$ cat config.mk
export PLATFORM = sky130hd
export DESIGN_NAME = wildcard_nibble_pattern_scanner_unit
export DESIGN_NICKNAME = d
export VERILOG_FILES = /design/src/sv/wnps_pkg.sv /design/src/sv/wnps_match.sv /design/src/sv/wnps_result_pipe.sv /design/src/sv/wildcard_nibble_pattern_scanner_unit.sv
export SDC_FILE = /design/constraint.sdc
export NUM_CORES = 2
export LEC_CHECK = 0
export ABC_AREA = 1
export BUFFER_PORTS_ARGS = -buffer_cell sky130_fd_sc_hd__buf_2
export CAP_MARGIN = 5
export CORE_ASPECT_RATIO = 0.8
export CORE_MARGIN = 3
export CORE_UTILIZATION = 35
export DETAILED_ROUTE_END_ITERATION = 10
export GPL_TIMING_DRIVEN = 0
export SLEW_MARGIN = 30
export SYNTH_ARGS = -nofsm -noshare
export SYNTH_HDL_FRONTEND = slang
export SYNTH_SLANG_ARGS = --single-unit
$ cat constraint.sdc
create_clock -name aclk -period 11.05 [get_ports aclk]
set_input_delay 0.5525 -clock aclk [delete_from_list [all_inputs] [get_ports aclk]]
set_output_delay 0.5525 -clock aclk [all_outputs]
set_load 0.01 [all_outputs]
$ cat src/sv/wnps_pkg.sv
// ----------------------------------------------------------------------------
// wnps_pkg
// Shared types, constants and helpers for the wildcard nibble pattern scanner.
// ----------------------------------------------------------------------------
`default_nettype none

package wnps_pkg;

    // Default sizing, handed down to the top level parameters
    localparam int MAX_PATTERN_BYTES_DEF = 16;
    localparam int POSITION_BITS_DEF     = 48;

    // Fixed register layout
    localparam int PATTERN_SLOTS = 16;
    localparam int PATTERN_W     = 8 * PATTERN_SLOTS;
    localparam int CARE_W        = 2 * PATTERN_SLOTS;
    localparam int LEN_W         = 5;
    localparam int OCC_W         = 16;
    localparam int ADDR_W        = 64;
    localparam int CFG_INDEX_W   = 3;
    localparam int CFG_DATA_W    = 64;

    localparam logic [3:0]       NIBBLE_MASK = 4'hF;
    localparam logic [OCC_W-1:0] MATCH_COUNT_MAX = 16'hFFFF;

    // Register indexes on the configuration port
    localparam logic [CFG_INDEX_W-1:0] REG_PATTERN_LOW  = 3'd0;
    localparam logic [CFG_INDEX_W-1:0] REG_PATTERN_HIGH = 3'd1;
    localparam logic [CFG_INDEX_W-1:0] REG_CARE_MASK    = 3'd2;
    localparam logic [CFG_INDEX_W-1:0] REG_PATTERN_LEN  = 3'd3;
    localparam logic [CFG_INDEX_W-1:0] REG_OCCURRENCE   = 3'd4;
    localparam logic [CFG_INDEX_W-1:0] REG_BASE_ADDR    = 3'd5;
    localparam logic [CFG_INDEX_W-1:0] REG_RESULT_OFS   = 3'd6;

    // One pending result between the scan stage and the output stage
    typedef struct packed {
        logic              found;
        logic [ADDR_W-1:0] start;
    } wnps_result_t;

    // Byte compare with per-nibble don't-care; care[1] high nibble, care[0] low
    function automatic logic byte_fits(input logic [7:0] data, input logic [7:0] pat,
                                       input logic [1:0] care);
        logic hi_miss;
        logic lo_miss;
        hi_miss = care[1] && (((data[7:4] ^ pat[7:4]) & NIBBLE_MASK) != 4'h0);
        lo_miss = care[0] && (((data[3:0] ^ pat[3:0]) & NIBBLE_MASK) != 4'h0);
        return !(hi_miss || lo_miss);
    endfunction

endpackage

`default_nettype wire

$ cat src/sv/wnps_match.sv
// ----------------------------------------------------------------------------
// wnps_match
// Parallel window compare: every pattern byte against its window byte.
// ----------------------------------------------------------------------------
`default_nettype none

module wnps_match #(
    parameter int MAX_PATTERN_BYTES = wnps_pkg::MAX_PATTERN_BYTES_DEF,
    parameter int POSITION_BITS     = wnps_pkg::POSITION_BITS_DEF
) (
    input  wire logic [8*MAX_PATTERN_BYTES-1:0] window,      // entry 0 newest, lowest bits
    input  wire logic [wnps_pkg::PATTERN_W-1:0] pattern,
    input  wire logic [wnps_pkg::CARE_W-1:0]    care_mask,
    input  wire logic [wnps_pkg::LEN_W-1:0]     pattern_len,
    input  wire logic [POSITION_BITS-1:0]       bytes_seen,
    output logic                                match
);
    import wnps_pkg::*;

    logic [MAX_PATTERN_BYTES-1:0] fit;

    // Pattern byte k lines up with window entry len-1-k
    for (genvar k = 0; k < MAX_PATTERN_BYTES; k++) begin : g_byte
        logic [LEN_W-1:0] sel_idx;
        logic [7:0]       sel_byte;
        always_comb begin
            sel_idx  = pattern_len - LEN_W'(k + 1);
            sel_byte = 8'h00;
            for (int j = 0; j < MAX_PATTERN_BYTES; j++) begin
                if (sel_idx == LEN_W'(j)) begin
                    sel_byte = window[8*j +: 8];
                end
            end
        end
        assign fit[k] = (LEN_W'(k) >= pattern_len)
                     || byte_fits(sel_byte, pattern[8*k +: 8], care_mask[2*k +: 2]);
    end

    assign match = (pattern_len != '0)
                && (pattern_len <= LEN_W'(MAX_PATTERN_BYTES))
                && (bytes_seen >= POSITION_BITS'(pattern_len))
                && (&fit);

endmodule

`default_nettype wire

$ cat src/sv/wnps_result_pipe.sv
// ----------------------------------------------------------------------------
// wnps_result_pipe
// Holding stage plus output register; forms the reported address.
// ----------------------------------------------------------------------------
`default_nettype none

module wnps_result_pipe (
    input  wire logic                       aclk,
    input  wire logic                       aresetn,
    input  wire logic                       push,
    input  wire wnps_pkg::wnps_result_t     result,
    output logic                            push_ready,
    input  wire logic [wnps_pkg::ADDR_W-1:0] base_address,
    input  wire logic [wnps_pkg::ADDR_W-1:0] result_offset,
    output logic                            m_tvalid,
    input  wire logic                       m_tready,
    output logic [wnps_pkg::ADDR_W-1:0]     m_tdata,     // [63:0] match_address
    output logic                            m_tuser      // [0] found
);
    import wnps_pkg::*;

    logic              hold_valid_reg;
    wnps_result_t      hold_reg;
    logic              out_valid_reg;
    logic              out_found_reg;
    logic [ADDR_W-1:0] out_addr_reg;
    logic [ADDR_W-1:0] addr_next;
    logic              advance;

    assign advance    = !out_valid_reg || m_tready;
    assign push_ready = !hold_valid_reg || advance;

    assign addr_next = hold_reg.found ? (base_address + result_offset + hold_reg.start)
                                      : '0;

    always_ff @(posedge aclk) begin
        if (!aresetn) begin
            hold_valid_reg <= 1'b0;
            out_valid_reg  <= 1'b0;
        end else begin
            hold_valid_reg <= push || (hold_valid_reg && !advance);
            if (advance) begin
                out_valid_reg <= hold_valid_reg;
            end
        end
    end

    always_ff @(posedge aclk) begin
        if (push) begin
            hold_reg <= result;
        end
        if (advance && hold_valid_reg) begin
            out_found_reg <= hold_reg.found;
            out_addr_reg  <= addr_next;
        end
    end

    assign m_tvalid = out_valid_reg;
    assign m_tdata  = out_addr_reg;
    assign m_tuser  = out_found_reg;

endmodule

`default_nettype wire

$ cat src/sv/wildcard_nibble_pattern_scanner_unit.sv
// ----------------------------------------------------------------------------
// wildcard_nibble_pattern_scanner_unit
// Byte stream signature scan with per-nibble wildcards and occurrence select.
// ----------------------------------------------------------------------------
// Throughput: one byte per cycle while the result output is not stalled; the
//   window compare is parallel. Result path: the holding stage loads a result
//   at the accepting edge, and the output register forms the address from it
//   once the output is free; a stalled output with a full holding stage drops s_tready.
// Reset: aresetn (synchronous, active low) clears the configuration registers,
//   the valid flags, the scan window and counters; the end of each stream returns the scan state to reset.
// ----------------------------------------------------------------------------
`default_nettype none

module wildcard_nibble_pattern_scanner_unit #(
    parameter int MAX_PATTERN_BYTES = wnps_pkg::MAX_PATTERN_BYTES_DEF,
    parameter int POSITION_BITS     = wnps_pkg::POSITION_BITS_DEF
) (
    input  wire logic                             aclk,
    input  wire logic                             aresetn,
    // Configuration write port
    input  wire logic                             cfg_wr_en,
    input  wire logic [wnps_pkg::CFG_INDEX_W-1:0] cfg_index,
    input  wire logic [wnps_pkg::CFG_DATA_W-1:0]  cfg_wdata,
    // Byte stream in
    input  wire logic                             s_tvalid,
    output logic                                  s_tready,
    input  wire logic [7:0]                       s_tdata,   // [7:0] data_byte
    input  wire logic                             s_tlast,   // last_byte
    // Result out
    output logic                                  m_tvalid,
    input  wire logic                             m_tready,
    output logic [wnps_pkg::ADDR_W-1:0]           m_tdata,   // [63:0] match_address
    output logic                                  m_tuser    // [0] found
);
    import wnps_pkg::*;

    localparam logic [POSITION_BITS-1:0] POS_MAX = '1;

    // Configuration registers
    logic [PATTERN_W-1:0] pattern_reg;     // {high, low}
    logic [CARE_W-1:0]    care_reg;
    logic [LEN_W-1:0]     len_reg;
    logic [OCC_W-1:0]     occ_reg;
    logic [ADDR_W-1:0]    base_reg;
    logic [ADDR_W-1:0]    offset_reg;

    // Scan state
    logic [8*MAX_PATTERN_BYTES-1:0] window_reg, window_next, window_shift;
    logic [POSITION_BITS-1:0]       bytes_reg, bytes_next, bytes_inc;
    logic [OCC_W-1:0]               matches_reg, matches_next;
    logic                           done_reg, done_next;

    logic         accept;
    logic         match;
    logic         push;
    logic         push_ready;
    wnps_result_t result;

    assign s_tready = push_ready;
    assign accept   = s_tvalid && s_tready;

    // Hold configuration; the user must write only while the stream is quiet, the block does not enforce it
    always_ff @(posedge aclk) begin
        if (!aresetn) begin
            pattern_reg <= '0;
            care_reg    <= '0;
            len_reg     <= '0;
            occ_reg     <= '0;
            base_reg    <= '0;
            offset_reg  <= '0;
        end else if (cfg_wr_en) begin
            case (cfg_index)
                REG_PATTERN_LOW:  pattern_reg[ADDR_W-1:0]         <= cfg_wdata;
                REG_PATTERN_HIGH: pattern_reg[PATTERN_W-1:ADDR_W] <= cfg_wdata;
                REG_CARE_MASK:    care_reg   <= cfg_wdata[CARE_W-1:0];
                REG_PATTERN_LEN:  len_reg    <= cfg_wdata[LEN_W-1:0];
                REG_OCCURRENCE:   occ_reg    <= cfg_wdata[OCC_W-1:0];
                REG_BASE_ADDR:    base_reg   <= cfg_wdata;
                REG_RESULT_OFS:   offset_reg <= cfg_wdata;
                default: ;
            endcase
        end
    end

    // Window after taking the incoming byte: entry 0 is the newest
    if (MAX_PATTERN_BYTES > 1) begin : g_shift
        assign window_shift = {window_reg[8*(MAX_PATTERN_BYTES-1)-1:0], s_tdata};
    end else begin : g_single
        assign window_shift = s_tdata;
    end

    // Saturating byte position
    assign bytes_inc = (bytes_reg == POS_MAX) ? bytes_reg : bytes_reg + 1'b1;

    wnps_match #(
        .MAX_PATTERN_BYTES (MAX_PATTERN_BYTES),
        .POSITION_BITS     (POSITION_BITS)
    ) u_match (
        .window      (window_shift),
        .pattern     (pattern_reg),
        .care_mask   (care_reg),
        .pattern_len (len_reg),
        .bytes_seen  (bytes_inc),
        .match       (match)
    );

    // Scan step for one accepted byte
    always_comb begin
        window_next  = window_reg;
        bytes_next   = bytes_reg;
        matches_next = matches_reg;
        done_next    = done_reg;
        push         = 1'b0;
        result.found = 1'b0;
        result.start = ADDR_W'(bytes_inc - POSITION_BITS'(len_reg));
        if (accept) begin
            if (!done_reg) begin
                window_next = window_shift;
                bytes_next  = bytes_inc;
                if (match) begin
                    if (matches_reg == occ_reg) begin
                        // requested occurrence: report and ignore the rest
                        push         = 1'b1;
                        result.found = 1'b1;
                        done_next    = 1'b1;
                    end else if (matches_reg != MATCH_COUNT_MAX) begin
                        matches_next = matches_reg + 1'b1;
                    end
                end
                // stream ends without the requested match: report not-found
                if (s_tlast && !push) begin
                    push = 1'b1;
                end
            end
            if (s_tlast) begin
                window_next  = '0;
                bytes_next   = '0;
                matches_next = '0;
                done_next    = 1'b0;
            end
        end
    end

    always_ff @(posedge aclk) begin
        if (!aresetn) begin
            window_reg  <= '0;
            bytes_reg   <= '0;
            matches_reg <= '0;
            done_reg    <= 1'b0;
        end else begin
            window_reg  <= window_next;
            bytes_reg   <= bytes_next;
            matches_reg <= matches_next;
            done_reg    <= done_next;
        end
    end

    wnps_result_pipe u_result (
        .aclk          (aclk),
        .aresetn       (aresetn),
        .push          (push),
        .result        (result),
        .push_ready    (push_ready),
        .base_address  (base_reg),
        .result_offset (offset_reg),
        .m_tvalid      (m_tvalid),
        .m_tready      (m_tready),
        .m_tdata       (m_tdata),
        .m_tuser       (m_tuser)
    );

endmodule

`default_nettype wire

* Yosys cells after proc, flatten, opt, wreduce, memory -nomap -nowiden
Cells that the tools add are included.
Word-level totals: bits in registers 626, output and inout bits 67, logic and storage cells 772
Operators by class: $add $sub $neg 21, order comparisons 18, eq/ne operators 251, multiplexer cells 275, bitwise logic cells 33, reductions and logical operators 157
Operators by type and width (count):
- $mux 8 | 256
- $eq 5x4->1 const B | 128
- $eq 5x3->1 const B | 64
- $mux 120 | 2
- $eq 5x2->1 const B | 32
- $mux 48 | 3
- $add 64x64->64 | 2
- $reduce_bool 4->1 | 32
- $xor 4x4->4 | 32
- $eq 5x1->1 const B | 16
- $logic_not 5->1 | 16
- $mux 16 | 5
- $sub 48x5->49 | 1
- $add 48x1->48 const B | 1
- $eq 48x48->1 const B | 1
- $ge 48x5->1 | 1
- $ge 4x5->1 const A | 8
- $sub 5x4->5 const B | 8
- $logic_and 1x1->1 | 39
- $logic_or 1x1->1 | 35
- $ge 3x5->1 const A | 4
- $logic_not 1->1 | 20
- $sub 5x3->5 const B | 4
- $add 16x1->16 const B | 1
- other kinds (21) | 44

* Logic depth before layout (Yosys ltp)
depth in word-level cells 35, mapped depth 39

* Hierarchy
Synthesis repeated with hierarchy kept, for this count alone.
Unflattened totals: cells, all modules 9543, area total of the unflattened synthesis 54100.6 sq um
Modules (own cells, without submodules):
- wnps_match | times used 1, cells each 5012, area each 21873.5 sq um
- wildcard_nibble_pattern_scanner_unit | times used 1, cells each 2995, area each 20846.2 sq um
- wnps_result_pipe | times used 1, cells each 1536, area each 11380.9 sq um

* Worst setup path before layout
Ideal clock, no wire load.
kind reg-to-reg, from register bytes_reg[0], to register u_result.hold_reg[0] (netlist bit), enable pin, arrival 5267 ps, path slack 5187 ps, cell stages (with the launch flop) 32, buffers on the path 2, clock period less this slack 5863 ps, path through dfxtp_1 -> ha_1 -> inv_1 -> nor2_2 -> inv_1 -> nor3_1 -> nand3_2 -> buf_2 -> buf_1 -> mux2i_1 -> inv_1 -> ha_1 -> nand3_1 -> nand2_1 -> a21oi_1 -> nor2_1 -> nor2_1 -> nand4_1 -> nor2_1 -> nand3b_1 -> nor3_2 -> nand4_1 -> nor2_1 -> a21oi_1 -> nand3_1 -> nor2_1 -> nand3_1 -> inv_1 -> nand2_1 -> nor2_4 -> nand3_2 -> nand2_1
On the way: word-level cells in the longest chain between the ends 13
RTL lines:
- start: declaration | line wildcard_nibble_pattern_scanner_unit.sv:49 | logic [POSITION_BITS-1:0] bytes_reg, bytes_next, bytes_inc;
- start signal: assignment | line wildcard_nibble_pattern_scanner_unit.sv:152 | bytes_reg <= bytes_next;
- $add 48x1->48 or $eq 48x48->1 (tied branches) | line wildcard_nibble_pattern_scanner_unit.sv:93 | assign bytes_inc = (bytes_reg == POS_MAX) ? bytes_reg : bytes_reg + 1'b1;
- $mux 48 (*) | line wildcard_nibble_pattern_scanner_unit.sv:93
- $ge 48x5->1 (*) | line wnps_match.sv:41 | && (bytes_seen >= POSITION_BITS'(pattern_len))
- $logic_and 1x1->1 (*) | line wnps_match.sv:41
- $logic_and 1x1->1 (*) | line wnps_match.sv:42 | && (&fit);
- $mux 1 (*) | line wildcard_nibble_pattern_scanner_unit.sv:120 | if (match) begin
- $mux 1 (*) | line wildcard_nibble_pattern_scanner_unit.sv:117 | if (!done_reg) begin
- $mux 1 (*) | line wildcard_nibble_pattern_scanner_unit.sv:116 | if (accept) begin
- $logic_not 1->1 | line wildcard_nibble_pattern_scanner_unit.sv:131 | if (s_tlast && !push) begin
- $logic_and 1x1->1 | line wildcard_nibble_pattern_scanner_unit.sv:131
- $mux 1 (*) | line wildcard_nibble_pattern_scanner_unit.sv:131
- $mux 1 (*) | line wildcard_nibble_pattern_scanner_unit.sv:117
- $mux 1 (*) | line wildcard_nibble_pattern_scanner_unit.sv:116
- via push | line wildcard_nibble_pattern_scanner_unit.sv:55 | logic push;
- end signal: assignment | line wnps_result_pipe.sv:50 | hold_reg <= result;
- end: declaration | line wnps_result_pipe.sv:23 | wnps_result_t hold_reg;
The timed path passes the listed nets; every way through them passes the cells marked *. The select of a mux whose other input is x is not followed. A chain may end at the register's enable or synchronous reset.

* Final worst setup path
from register len_reg[4], to register u_result.hold_reg[31] (netlist bit), enable pin
On the way: word-level cells in the longest chain between the ends 34
RTL lines:
- start: declaration | line wildcard_nibble_pattern_scanner_unit.sv:42 | logic [LEN_W-1:0] len_reg;
- start signal: assignment | line wildcard_nibble_pattern_scanner_unit.sv:76 | REG_PATTERN_LEN: len_reg <= cfg_wdata[LEN_W-1:0];
- $sub 5x1->5, or another cell as far along | line wnps_match.sv:27 | sel_idx = pattern_len - LEN_W'(k + 1);
- $logic_not 5->1 | line wnps_match.sv:30 | if (sel_idx == LEN_W'(j)) begin
- $mux 8 (16 in series) | line wnps_match.sv:30
- $xor 4x4->4 (on tied branches) | line wnps_pkg.sv:46, wnps_pkg.sv:47
- $reduce_bool 4->1 (on tied branches) | line wnps_pkg.sv:46, wnps_pkg.sv:47
- $logic_and 1x1->1 (on tied branches) | line wnps_pkg.sv:46, wnps_pkg.sv:47
- $logic_or 1x1->1 | line wnps_pkg.sv:48 | return !(hi_miss || lo_miss);
- $logic_not 1->1 | line wnps_pkg.sv:48
- [... 4 more ...]
- $mux 1 (*) | line wildcard_nibble_pattern_scanner_unit.sv:117
- $mux 1 (*) | line wildcard_nibble_pattern_scanner_unit.sv:116
- $logic_not 1->1 | line wildcard_nibble_pattern_scanner_unit.sv:131
- $logic_and 1x1->1 | line wildcard_nibble_pattern_scanner_unit.sv:131
- $mux 1 (*) | line wildcard_nibble_pattern_scanner_unit.sv:131
- $mux 1 (*) | line wildcard_nibble_pattern_scanner_unit.sv:117
- $mux 1 (*) | line wildcard_nibble_pattern_scanner_unit.sv:116
- via push | line wildcard_nibble_pattern_scanner_unit.sv:55
Marked as above.

==> qor.yml <==
p_leak_nw: 24.05
synth_top_family_by_area: "simple AND/OR/NAND/NOR gates"
synthesis.instances: 8854
area_delta_synth_final_pct: 11.93
io_buffers: 143
cts_max_level: 3
post-cts-setup-buffers: 0
critPathCapture: "u_result.hold_reg[31]"
routed_via_density: 6.131
timing.final.ws_setup_ns: 2.128
synth_xor_area_share_pct: 2.010
postCtsHoldBufs: 0
synth_edf_count: 115
synth-adder-area-share_pct: 4.491
clockBufferDepth: 3
grt_util_all_layers_pct: 46.69
grt_max_degree: 50
cts_tree: "done"
yosysWarnings: 0
vias: 67712
critPathMaxStageDelay_ns: 0.75
finalSetupTns_ns: 0
fin_crit_sh_pct: 80.75
insertion_delay_ns: 0.72
path_class: "reg2reg"
syn_area_um2: 50980
synth_compound_area_share_pct: 14.90
synthFlopType: "dfxtp_1"
cap_violations: 0
fin_crit_ns: 8.922
ant_nets: 0
cpMostUsedCell: "nand2_1"
synthMuxAreaShare_pct: 0.01963
start_kind: "flip-flop"
r2r_end: "u_result.hold_reg[31]"
die_y_um: 347.4
antenna_found_initial: 40
mostFrequentLayoutCells: "nand2_1 (3163), nor2_1 (1011), inv_1 (807)"
path_clk_slew_ns: 0.06
dp_slack_ns: 2.797
grt_pass1_vias: 58322
crit_arrival_ns: 9.29
dieArea_um2: 150300
finalHoldViolations: 0
setup_viol: 0
critPathRequiredTime_ns: 11.42
reg2regPathDepth: 31
drtIter0Drc: 12576
drive_gt1_share_pct: 6.227
drt_pass1_iterations: 9
syn_nets: 9079
synth_simple_gate_area_share_pct: 42.39
grt_pass1_wl_mm: 485.9
largest_reg_flops: 128
drt-total-wl_mm: 366.0
hold_class: "in2reg"
finClkSkew_ns: 0.05188
async_flop_share_pct: 0
cts.sinks: 611
slowest_stage: "o21ai_1"
gr-total-overflow: 0
gp_congestion: 1.161
ioPinCount: 148
dp_hpwl_mm: 294.4
rsz0062_at_grt: "false"
numCtsBuffers: 70
worstReg2RegStart: "len_reg[4]"
fin_nets: 9306
ys_seq_area_share_pct: 26.25
final_core_utilization_pct: 39.68
cp-end-kind: "flip-flop"
crit_family: "simple AND/OR/NAND/NOR gates"
status: "finished, final reports clean"
cp.depth: 31
core_um2: 143800
rows: 124
r2r_slack_ns: 2.13
root_buffer: "clkbuf_16"
fmax_mhz: 112.1
cts_resized: 0
drc_errors: 0
maxSlewHeadroom_pct: 21.13
cp-startpoint: "len_reg[4]"
worst_slew_pin_slew_ns: 1.177
crit_buf_inv: 8
synth_area_per_cell_um2: 5.758
ir_drop_mv: 0.1297
die_w_um: 432.7
slew_viol_final: 0
power_w: 0.006145
crit_fanout: 49
wire_per_inst_um: 33.14
yosysUniqueCellTypes: 62
final_common_cell: "nand2_1"
power.density_nw_per_um2: 107.7
initial_core_util_pct: 35.45
ys_seq_elements: 611
==> worst reg2reg max path: cells and delay by family, from the launching register on <==
| kind | cells | cell delay [ns] |
|---|---|---|
| buf+inv | 8 | 3.14 |
| flops | 1 | 0.44 |
| simple gates | 19 | 3.65 |
| fa+ha+maj | 1 | 0.30 |
| compound gates | 3 | 1.05 |
==> how the worst min path moves through the flow <==
stage,from,end,depth (start not counted)
2_1_floorplan,occ_reg[10],occ_reg[10],2
3_3_place_gp,bytes_reg[28],bytes_reg[28],2
3_5_place_dp,pattern_reg[69],pattern_reg[69],2
4_1_cts,cfg_wdata[63],pattern_reg[63],3
5_1_grt,cfg_wdata[39],base_reg[39],3
6_report,cfg_wdata[37],base_reg[37],3
==> power breakdown <==
group,leakage (nW),switching [W],internal [W]
sequential,5.11,0.0000651,0.00236
combinational,17.7,0.000799,0.000263
clock,1.24,0.00113,0.00153
total,24.1,0.00200,0.00415
==> layout make-up <==
cell class                      instances  area [um2]
Clock inverter                         39       536.8
Fill cell                           15770       86760
Clock buffer                           89        1992
Antenna cell                           18       45.04
Multi-Input combinational cell       6930       32650
Timing Repair Buffer                  155       937.1
Sequential cell                       611       13380
Tap cell                             1890        2365
Inverter                              872        3277
Buffer                                441        1877
==> kinds of logic (layout without fill, tap and decap cells) <==
logic type	after synthesis	count (layout)
other cells	0	18
compound gates	1461	1461
mux	1	1
flops	611	611
xor+xnor	117	117
simple gates	5207	5207
fa+ha+maj	144	144
buf+inv	1313	1596
==> stage by stage <==
stage	cell area [um2]	cells	hold slack (ns)
finish	57060	11045	0.1571
floorplan	50980	8854	0.4437
global placement	54060	10887	0.4519
CTS	56970	11026	0.1220
detailed placement	54440	10898	0.4630
global route	57020	11030	0.1657
==> metal layers <==
layer	part of all wire (%)	track usage, %
met5	0.096	0.8827
met4	3.7	14.36
met3	18	22.17
met2	36	58.28
met1	43	68.56
==> Yosys cell counts (81+ instances only) <==
cell type	instances	area (um2)
a21oi_1	592	2963
clkbuf_1	339	1272
dfxtp_1	496	9930
edfxtp_1	115	3453
inv_1	807	3029
nand2_1	3165	11880
nand3_1	530	2653
nand3b_1	97	728.2
nand4_1	219	1370
nor2_1	1027	3855
o21ai_0	699	3498
xor2_1	81	709.4
Note: power is estimated with default switching activity, not from simulation.
